==> src/design/ffht_pkg.sv <==
// Shared constants and types for the first-fragment hold table.
package ffht_pkg;

    localparam int SLOTS = 16;
    localparam int SLOT_W = (SLOTS > 1) ? $clog2(SLOTS) : 1;

    localparam int NUM_TIMEOUTS = 8;
    localparam int PRIO_W = 3;
    localparam int TICK_W = 32;
    localparam int TIMEOUT_W = 16;
    localparam int CIRCUIT_W = 8;
    localparam int SEQ_W = 16;
    localparam int CLASS_W = 3;
    localparam int HANDLE_W = 16;
    localparam int STATUS_W = 3;
    localparam int CFG_INDEX_W = 8;

    localparam int IN_DATA_W = 80;
    localparam int OUT_DATA_W = 24;

    localparam logic [STATUS_W-1:0] ST_STORED = 3'd0;
    localparam logic [STATUS_W-1:0] ST_EVICTED = 3'd1;
    localparam logic [STATUS_W-1:0] ST_FULL = 3'd2;
    localparam logic [STATUS_W-1:0] ST_FOUND = 3'd3;
    localparam logic [STATUS_W-1:0] ST_NOT_FOUND = 3'd4;

    localparam logic MODE_SAVE = 1'b0;
    localparam logic MODE_FIND = 1'b1;

    localparam logic [TIMEOUT_W-1:0] TIMEOUT_RESET [NUM_TIMEOUTS] =
        '{16'd800, 16'd800, 16'd600, 16'd600, 16'd400, 16'd400, 16'd200, 16'd200};

    typedef struct packed {
        logic                 mode;
        logic [TICK_W-1:0]    now_tick;
        logic [CIRCUIT_W-1:0] circuit;
        logic [SEQ_W-1:0]     seq_number;
        logic [PRIO_W-1:0]    priority_req;
        logic [CLASS_W-1:0]   traffic_class;
        logic [HANDLE_W-1:0]  packet_handle;
    } item_t;

    typedef struct packed {
        logic [STATUS_W-1:0] status;
        logic [HANDLE_W-1:0] handle;
        logic [CLASS_W-1:0]  class_id;
    } result_t;

endpackage

==> src/design/first_fragment_hold_table.sv <==
// First-fragment hold table: slot store, scan sequencer and shared adder.
//
// Usage:
//   Input words arrive on s_axis_*; tuser carries mode (0 save, 1 find),
//   tdata the fragment fields. Each input word yields exactly one result
//   word on m_axis_*: tuser is the status, tdata the handle and class.
//   Timeouts per priority are written through cfg_*; the user writes them
//   only while the table is idle, which the block itself does not enforce.
//   cfg_ready is always high and indexes above 7 are dropped. A save
//   first forms the deadline in the prep state, then probes one slot per
//   cycle round-robin from the slot after the last one used, stopping at the
//   first empty or expired slot (at most SLOTS probes). A find probes slots
//   from 0 one per cycle until a match (at most SLOTS probes). The result
//   then waits in the response state until it moves into the output register;
//   the single slot probe and 32-bit adder are each used once per cycle.
//   s_axis_tready is high only while idle, so one word is handled at a time.
//   If the receiver stalls, the finished result waits in the sequencer and
//   the output register holds; no new item is taken until it moves on.
//   Reset empties all slots, sets the round-robin pointer to 0 and loads the
//   default timeouts.
module first_fragment_hold_table (
    input  logic                                  clk,
    input  logic                                  rst_n,
    input  logic                                  s_axis_tvalid,
    output logic                                  s_axis_tready,
    // now_tick[31:0], circuit[39:32], seq_number[55:40], priority_req[58:56],
    // traffic_class[61:59], packet_handle[77:62], zero fill [79:78]
    input  logic [ffht_pkg::IN_DATA_W-1:0]        s_axis_tdata,
    // mode[0]
    input  logic                                  s_axis_tuser,
    output logic                                  m_axis_tvalid,
    input  logic                                  m_axis_tready,
    // out_handle[15:0], out_class[18:16], zero fill [23:19]
    output logic [ffht_pkg::OUT_DATA_W-1:0]       m_axis_tdata,
    // status[2:0]
    output logic [ffht_pkg::STATUS_W-1:0]         m_axis_tuser,
    input  logic                                  cfg_valid,
    output logic                                  cfg_ready,
    input  logic [ffht_pkg::CFG_INDEX_W-1:0]      cfg_index,
    input  logic [ffht_pkg::TIMEOUT_W-1:0]        cfg_data
);

    localparam logic [1:0] S_IDLE = 2'd0;
    localparam logic [1:0] S_PREP = 2'd1;
    localparam logic [1:0] S_SCAN = 2'd2;
    localparam logic [1:0] S_RESP = 2'd3;

    localparam logic [ffht_pkg::SLOT_W-1:0] LAST_IDX =
        ffht_pkg::SLOT_W'(ffht_pkg::SLOTS - 1);

    logic [1:0] state_reg, state_next;
    logic [ffht_pkg::SLOT_W-1:0] cnt_reg, cnt_next;
    logic [ffht_pkg::SLOT_W-1:0] ptr_reg, ptr_next;
    ffht_pkg::item_t item_reg;
    logic [ffht_pkg::TICK_W-1:0] deadline_reg;
    ffht_pkg::result_t res_reg, res_next;
    ffht_pkg::result_t out_reg;
    logic out_valid_reg;

    logic [ffht_pkg::TIMEOUT_W-1:0] timeout_reg [ffht_pkg::NUM_TIMEOUTS];

    logic                             slot_valid_reg   [ffht_pkg::SLOTS];
    logic [ffht_pkg::CIRCUIT_W-1:0]   slot_circuit_reg [ffht_pkg::SLOTS];
    logic [ffht_pkg::SEQ_W-1:0]       slot_seq_reg     [ffht_pkg::SLOTS];
    logic [ffht_pkg::HANDLE_W-1:0]    slot_handle_reg  [ffht_pkg::SLOTS];
    logic [ffht_pkg::CLASS_W-1:0]     slot_class_reg   [ffht_pkg::SLOTS];
    logic [ffht_pkg::TICK_W-1:0]      slot_deadline_reg[ffht_pkg::SLOTS];

    logic in_fire;
    logic out_free;
    logic is_save;
    logic [ffht_pkg::SLOT_W-1:0] rr_idx;
    logic [ffht_pkg::SLOT_W-1:0] probe_idx;
    logic [ffht_pkg::TICK_W-1:0] add_a, add_b, add_sum;
    logic add_sub;
    logic expired;
    logic match;
    logic place;
    logic hit;
    ffht_pkg::item_t in_item;

    assign in_item = '{
        mode:          s_axis_tuser,
        now_tick:      s_axis_tdata[31:0],
        circuit:       s_axis_tdata[39:32],
        seq_number:    s_axis_tdata[55:40],
        priority_req:  s_axis_tdata[58:56],
        traffic_class: s_axis_tdata[61:59],
        packet_handle: s_axis_tdata[77:62]
    };

    assign s_axis_tready = (state_reg == S_IDLE);
    assign in_fire = s_axis_tvalid && s_axis_tready;
    assign cfg_ready = 1'b1;
    assign out_free = !out_valid_reg || m_axis_tready;
    assign is_save = (item_reg.mode == ffht_pkg::MODE_SAVE);

    assign rr_idx = (ptr_reg == LAST_IDX) ? '0 : ptr_reg + 1'b1;
    assign probe_idx = is_save ? rr_idx : cnt_reg;

    // shared adder: deadline = now + timeout, then deadline - now per probe
    always_comb
    begin
        if (state_reg == S_PREP)
        begin
            add_a = item_reg.now_tick;
            add_b = {{(ffht_pkg::TICK_W - ffht_pkg::TIMEOUT_W){1'b0}},
                     timeout_reg[item_reg.priority_req]};
            add_sub = 1'b0;
        end
        else
        begin
            add_a = slot_deadline_reg[probe_idx];
            add_b = item_reg.now_tick;
            add_sub = 1'b1;
        end
    end

    assign add_sum = add_a + (add_sub ? ~add_b : add_b)
                   + {{(ffht_pkg::TICK_W - 1){1'b0}}, add_sub};
    assign expired = add_sum[ffht_pkg::TICK_W-1];

    assign match = slot_valid_reg[probe_idx]
                && (slot_circuit_reg[probe_idx] == item_reg.circuit)
                && (slot_seq_reg[probe_idx] == item_reg.seq_number);
    assign place = (state_reg == S_SCAN) && is_save
                && (!slot_valid_reg[probe_idx] || expired);
    assign hit = (state_reg == S_SCAN) && !is_save && match;

    always_comb
    begin
        state_next = state_reg;
        cnt_next = cnt_reg;
        ptr_next = ptr_reg;
        res_next = res_reg;
        case (state_reg)
            S_IDLE:
            begin
                cnt_next = '0;
                if (in_fire)
                    state_next = (in_item.mode == ffht_pkg::MODE_SAVE) ? S_PREP : S_SCAN;
            end
            S_PREP:
            begin
                state_next = S_SCAN;
            end
            S_SCAN:
            begin
                cnt_next = cnt_reg + 1'b1;
                if (is_save)
                begin
                    ptr_next = rr_idx;
                    if (!slot_valid_reg[probe_idx])
                    begin
                        res_next = '{status: ffht_pkg::ST_STORED, handle: '0, class_id: '0};
                        state_next = S_RESP;
                    end
                    else if (expired)
                    begin
                        res_next = '{status:   ffht_pkg::ST_EVICTED,
                                     handle:   slot_handle_reg[probe_idx],
                                     class_id: slot_class_reg[probe_idx]};
                        state_next = S_RESP;
                    end
                    else if (cnt_reg == LAST_IDX)
                    begin
                        res_next = '{status: ffht_pkg::ST_FULL, handle: '0, class_id: '0};
                        state_next = S_RESP;
                    end
                end
                else
                begin
                    if (match)
                    begin
                        res_next = '{status:   ffht_pkg::ST_FOUND,
                                     handle:   slot_handle_reg[probe_idx],
                                     class_id: slot_class_reg[probe_idx]};
                        state_next = S_RESP;
                    end
                    else if (cnt_reg == LAST_IDX)
                    begin
                        res_next = '{status: ffht_pkg::ST_NOT_FOUND, handle: '0, class_id: '0};
                        state_next = S_RESP;
                    end
                end
            end
            S_RESP:
            begin
                if (out_free)
                    state_next = S_IDLE;
            end
            default:
            begin
                state_next = S_IDLE;
            end
        endcase
    end

    always_ff @(posedge clk or negedge rst_n)
    begin
        if (!rst_n)
        begin
            state_reg <= S_IDLE;
            cnt_reg <= '0;
            ptr_reg <= '0;
            out_valid_reg <= 1'b0;
            for (int i = 0; i < ffht_pkg::NUM_TIMEOUTS; i++)
                timeout_reg[i] <= ffht_pkg::TIMEOUT_RESET[i];
            for (int i = 0; i < ffht_pkg::SLOTS; i++)
                slot_valid_reg[i] <= 1'b0;
        end
        else
        begin
            state_reg <= state_next;
            cnt_reg <= cnt_next;
            ptr_reg <= ptr_next;
            if (state_reg == S_RESP && out_free)
                out_valid_reg <= 1'b1;
            else if (m_axis_tready)
                out_valid_reg <= 1'b0;
            if (cfg_valid && cfg_ready
                && cfg_index < ffht_pkg::CFG_INDEX_W'(ffht_pkg::NUM_TIMEOUTS))
                timeout_reg[cfg_index[ffht_pkg::PRIO_W-1:0]] <= cfg_data;
            if (place)
                slot_valid_reg[probe_idx] <= 1'b1;
            else if (hit)
                slot_valid_reg[probe_idx] <= 1'b0;
        end
    end

    // payload registers
    always_ff @(posedge clk)
    begin
        if (in_fire)
            item_reg <= in_item;
        if (state_reg == S_PREP)
            deadline_reg <= add_sum;
        res_reg <= res_next;
        if (state_reg == S_RESP && out_free)
            out_reg <= res_reg;
        if (place)
        begin
            slot_circuit_reg[probe_idx] <= item_reg.circuit;
            slot_seq_reg[probe_idx] <= item_reg.seq_number;
            slot_handle_reg[probe_idx] <= item_reg.packet_handle;
            slot_class_reg[probe_idx] <= item_reg.traffic_class;
            slot_deadline_reg[probe_idx] <= deadline_reg;
        end
    end

    assign m_axis_tvalid = out_valid_reg;
    assign m_axis_tuser = out_reg.status;
    assign m_axis_tdata = {{(ffht_pkg::OUT_DATA_W - ffht_pkg::HANDLE_W - ffht_pkg::CLASS_W){1'b0}},
                           out_reg.class_id, out_reg.handle};

`ifndef SYNTHESIS
    // an accepted word always starts a scan or deadline step
    a_busy_after_accept: assert property (@(posedge clk) disable iff (!rst_n)
        in_fire |=> (state_reg == S_PREP || state_reg == S_SCAN))
        else $error("sequencer did not start after accepting a word");

    // a result can only be loaded from the response state
    a_load_from_resp: assert property (@(posedge clk) disable iff (!rst_n)
        $rose(out_valid_reg) |-> $past(state_reg) == S_RESP)
        else $error("output loaded outside response state");

    // plain store, full and miss carry no handle or class
    a_zero_payload: assert property (@(posedge clk) disable iff (!rst_n)
        (m_axis_tvalid && (m_axis_tuser == ffht_pkg::ST_STORED
                           || m_axis_tuser == ffht_pkg::ST_FULL
                           || m_axis_tuser == ffht_pkg::ST_NOT_FOUND))
        |-> (m_axis_tdata == '0))
        else $error("nonzero payload on empty result");

    // no probe both fills and frees a slot
    a_place_or_hit: assert property (@(posedge clk) disable iff (!rst_n)
        !(place && hit))
        else $error("store and remove in the same probe");
`endif

endmodule

==> config.mk <==
export PLATFORM = sky130hd
export DESIGN_NAME = first_fragment_hold_table
export DESIGN_NICKNAME = d
export VERILOG_FILES = /design/src/design/ffht_pkg.sv /design/src/design/first_fragment_hold_table.sv
export SDC_FILE = /design/constraint.sdc
export NUM_CORES = 2
export LEC_CHECK = 0
export BUFFER_PORTS_ARGS = -buffer_cell sky130_fd_sc_hd__buf_2
export CAP_MARGIN = 20
export CORE_MARGIN = 8
export CORE_UTILIZATION = 40
export CTS_CLUSTER_SIZE = 25
export DETAILED_ROUTE_END_ITERATION = 16
export GPL_TIMING_DRIVEN = 0
export PLACE_DENSITY = 0.54
export SKIP_CTS_REPAIR_TIMING = 1
export SYNTH_ARGS = -nofsm -noshare
export SYNTH_HDL_FRONTEND = slang
export SYNTH_SLANG_ARGS = --single-unit
export TNS_END_PERCENT = 5
==> constraint.sdc <==
create_clock -name clk -period 15.9 [get_ports clk]
set_input_delay 0.795 -clock clk [delete_from_list [all_inputs] [get_ports clk]]
set_output_delay 0.795 -clock clk [all_outputs]
set_load 0.02 [all_outputs]
==> flow_metrics.env <==
export IMPL_wl_mm=159
export IMPL_grt_max_degree=90
export IMPL_clock_latency_ns=0.78
export IMPL_netlist_area_um2=60500
export IMPL_dp_hpwl_mm=107
export IMPL_clkSinkCount=1510
export IMPL_die_w_um=405
export IMPL_fp_dieArea_um2=164000
export IMPL_num_rows=142
export IMPL_die_y_um=405
export IMPL_grt_pass1_wl_mm=232
export IMPL_rr_worst_depth=30
export IMPL_vias_per_cell=5.53
export IMPL_postLayoutCoreUtil_pct=47.3
export IMPL_ys_flop_type="edfxtp_1"
export IMPL_min_path_type="primary input to flip-flop"
export IMPL_synthCells=3378
export IMPL_num_fill_cells=12800
export IMPL_initial_core_util_pct=40.3
export IMPL_fin_crit_ns=10.73
export IMPL_power_leakage_nw=24.5
export IMPL_antenna_found_initial=2
export IMPL_cp_max_fo=20
export IMPL_htreeDepth=4
export IMPL_io_buffers=129
export IMPL_finClkSkew_ns=0.0269
export IMPL_worst_slew_pin_slew_ns=1.12
export IMPL_hold_viol_final=0
export IMPL_arrival_ns=11.19
export IMPL_r2r_start="ptr_reg[0]"
export IMPL_async_flop_share_pct=10.3
export IMPL_mostFrequentLayoutCell="edfxtp_1"
export IMPL_drc_errors=0
export IMPL_ys_ff_latch=1510
export IMPL_finalSetupViolCount=0
export IMPL_dr_pass1_iters=5
export IMPL_synth_avg_cell_area_um2=17.9
export IMPL_r2r_slack_ns=5.17
export IMPL_final_cell_mix="edfxtp_1 (1355), nand2_1 (363), mux4_2 (276)"
export IMPL_vias=33100
export IMPL_timing_rr_end="slot_handle_reg[9][2]"
export IMPL_ys_warn_count=0
export IMPL_wl_per_cell_um=26.7
export IMPL_globalRouteOverflowTotal=0
export IMPL_fmax_ghz=0.0932
export IMPL_place_area_um2=65900
export IMPL_powerDensity_nw_per_um2=191
export IMPL_vdd_drop_max_uv=109
export IMPL_critical_path_class="flip-flop to flip-flop"
export IMPL_setup_tns_ns=0
export IMPL_path_clk_slew_ns=0.06
export IMPL_fin_crit_sh_pct=67.5
export IMPL_hold_depth=1
export IMPL_grt_total_usage_pct=19.2
export IMPL_cts_buffers=163
export IMPL_drt_iter0_markers=2985
export IMPL_clockBufferDepth=3
export IMPL_startpoint_type="flip-flop"
export IMPL_largest_register_ffs=512
export IMPL_slew_viol_final=0
export IMPL_synth_edf_count=1355
export IMPL_slowest_delay_ns=0.84
export IMPL_area_delta_synth_final_pct=17.4
export IMPL_ys_seq_area_share_pct=73.8
export IMPL_required_ns=16.36
export IMPL_drive_above_1_share_pct=26.1
export IMPL_critPathSlowestCell="buf_1"
export IMPL_slew_headroom_pct=25.3
export IMPL_cts_tree="built"
export IMPL_holdPathEnd="item_reg[60]"
export IMPL_antenna_cells=0
export IMPL_first_global_vias=33600
export IMPL_status="completed"
export IMPL_coreArea_um2=150000
export IMPL_fin_area_um2=71000
export IMPL_end_kind="flip-flop"
export IMPL_layout_nets=3975
export IMPL_gp_congestion=0.797
export IMPL_ant_nets=0
export IMPL_min_from="s_axis_tdata[14]"
export IMPL_rsz0062_at_grt="no"
export IMPL_io_pins=140
export IMPL_netlist_cell_type_count=75
export IMPL_maxCapViolations=0
export IMPL_clockRootBuffer="clkbuf_16"
==> cells in the mapped netlist, types with 9 or more instances <==
library cell | number | area share [%]
edfxtp_1 | 1355 | 67
nand2_1 | 363 | 2.3
mux4_2 | 276 | 10
nand3_1 | 163 | 1.3
mux2_2 | 136 | 2.5
dfrtp_1 | 129 | 5.3
clkbuf_1 | 114 | 0.71
and3_1 | 107 | 1.1
a211oi_1 | 95 | 1.2
nor2_1 | 74 | 0.46
a21oi_1 | 54 | 0.45
buf_2 | 40 | 0.33
mux2i_1 | 38 | 0.63
ha_1 | 32 | 0.66
o21ai_0 | 32 | 0.26
xnor2_1 | 29 | 0.42
inv_1 | 28 | 0.17
dfstp_2 | 26 | 1.1
buf_1 | 23 | 0.14
nor3_1 | 22 | 0.18
a21o_1 | 21 | 0.26
nor2b_1 | 21 | 0.22
nor4_1 | 20 | 0.21
xor2_1 | 17 | 0.25
a32oi_1 | 14 | 0.20
nand2b_1 | 12 | 0.12
o211ai_1 | 10 | 0.12
a31oi_1 | 9 | 0.093
==> worst max-delay path by stage <==
stage	slack (ns)	to	startpoint	depth (start not counted)
after global placement	-7.13	slot_handle_reg[10][6]	ptr_reg[0]	29
final	5.17	slot_handle_reg[9][2]	ptr_reg[0]	30
after global routing	4.65	slot_handle_reg[9][2]	ptr_reg[0]	34
after CTS	4.98	slot_handle_reg[9][2]	ptr_reg[0]	30
after floorplan	3.85	slot_circuit_reg[6][0]	ptr_reg[0]	31
after detailed placement	5.01	slot_handle_reg[9][3]	ptr_reg[0]	30
==> kinds of logic after synthesis <==
kind of cell	synth area share [%]
AOI/OAI and AO/OA	3.41
buffers and inverters	1.54
DFF	73.8
adders and majority gates	0.695
and+or+nand+nor	6.46
other	0.0124
xor gates and xnor gates	0.666
muxes	13.4
==> power by group <==
part / internal, mW / switching [mW]
clock network: 2.06 / 1.56
registers: 5.04 / 0.308
logic: 1.76 / 2.81
total: 8.86 / 4.67
==> stage by stage <==
step / hold WS, ns / instances / worst slack (ns) / power [mW]
6_report: 0.184 / 5981 / 5.17 / 13.5
5_1_grt: 0.135 / 5981 / 4.65 / 14.2
4_1_cts: -0.0639 / 5979 / 4.98 / 13.7
3_5_place_dp: 0.405 / 5681 / 5.01 / 10.0
3_3_place_gp: 0.400 / 5527 / -7.13 / 9.94
2_1_floorplan: 0.400 / 3382 / 3.85 / 8.32
==> area by class of cell <==
cell class / instances / area, um^2 / share of cell area, %
clock inverters: 89 / 679 / 0.957
flip-flops and latches: 1510 / 44600 / 62.8
multi-input cells: 1655 / 15100 / 21.2
well taps: 2016 / 2520 / 3.55
repair buffers: 285 / 2800 / 3.94
plain buffers: 189 / 825 / 1.16
inverters: 28 / 110 / 0.155
clock buffers: 209 / 4380 / 6.17
==> routing by layer <==
layer | GRT usage [%] | routed length [um]
met2 | 31.6 | 76800
met5 | 0 | 0
met3 | 3.10 | 9370
met1 | 27.0 | 70200
met4 | 4.71 | 3140
==> worst max-delay path: cells and delay by family (launching register included) <==
| family | cells | cell delay [ns] |
|---|---|---|
| muxes | 2 | 0.63 |
| adders and majority gates | 2 | 0.79 |
| AOI/OAI and AO/OA | 8 | 2.00 |
| DFF | 1 | 0.45 |
| buffers and inverters | 11 | 4.74 |
| and+or+nand+nor | 7 | 1.74 |
(Power assumes the default switching activity.)
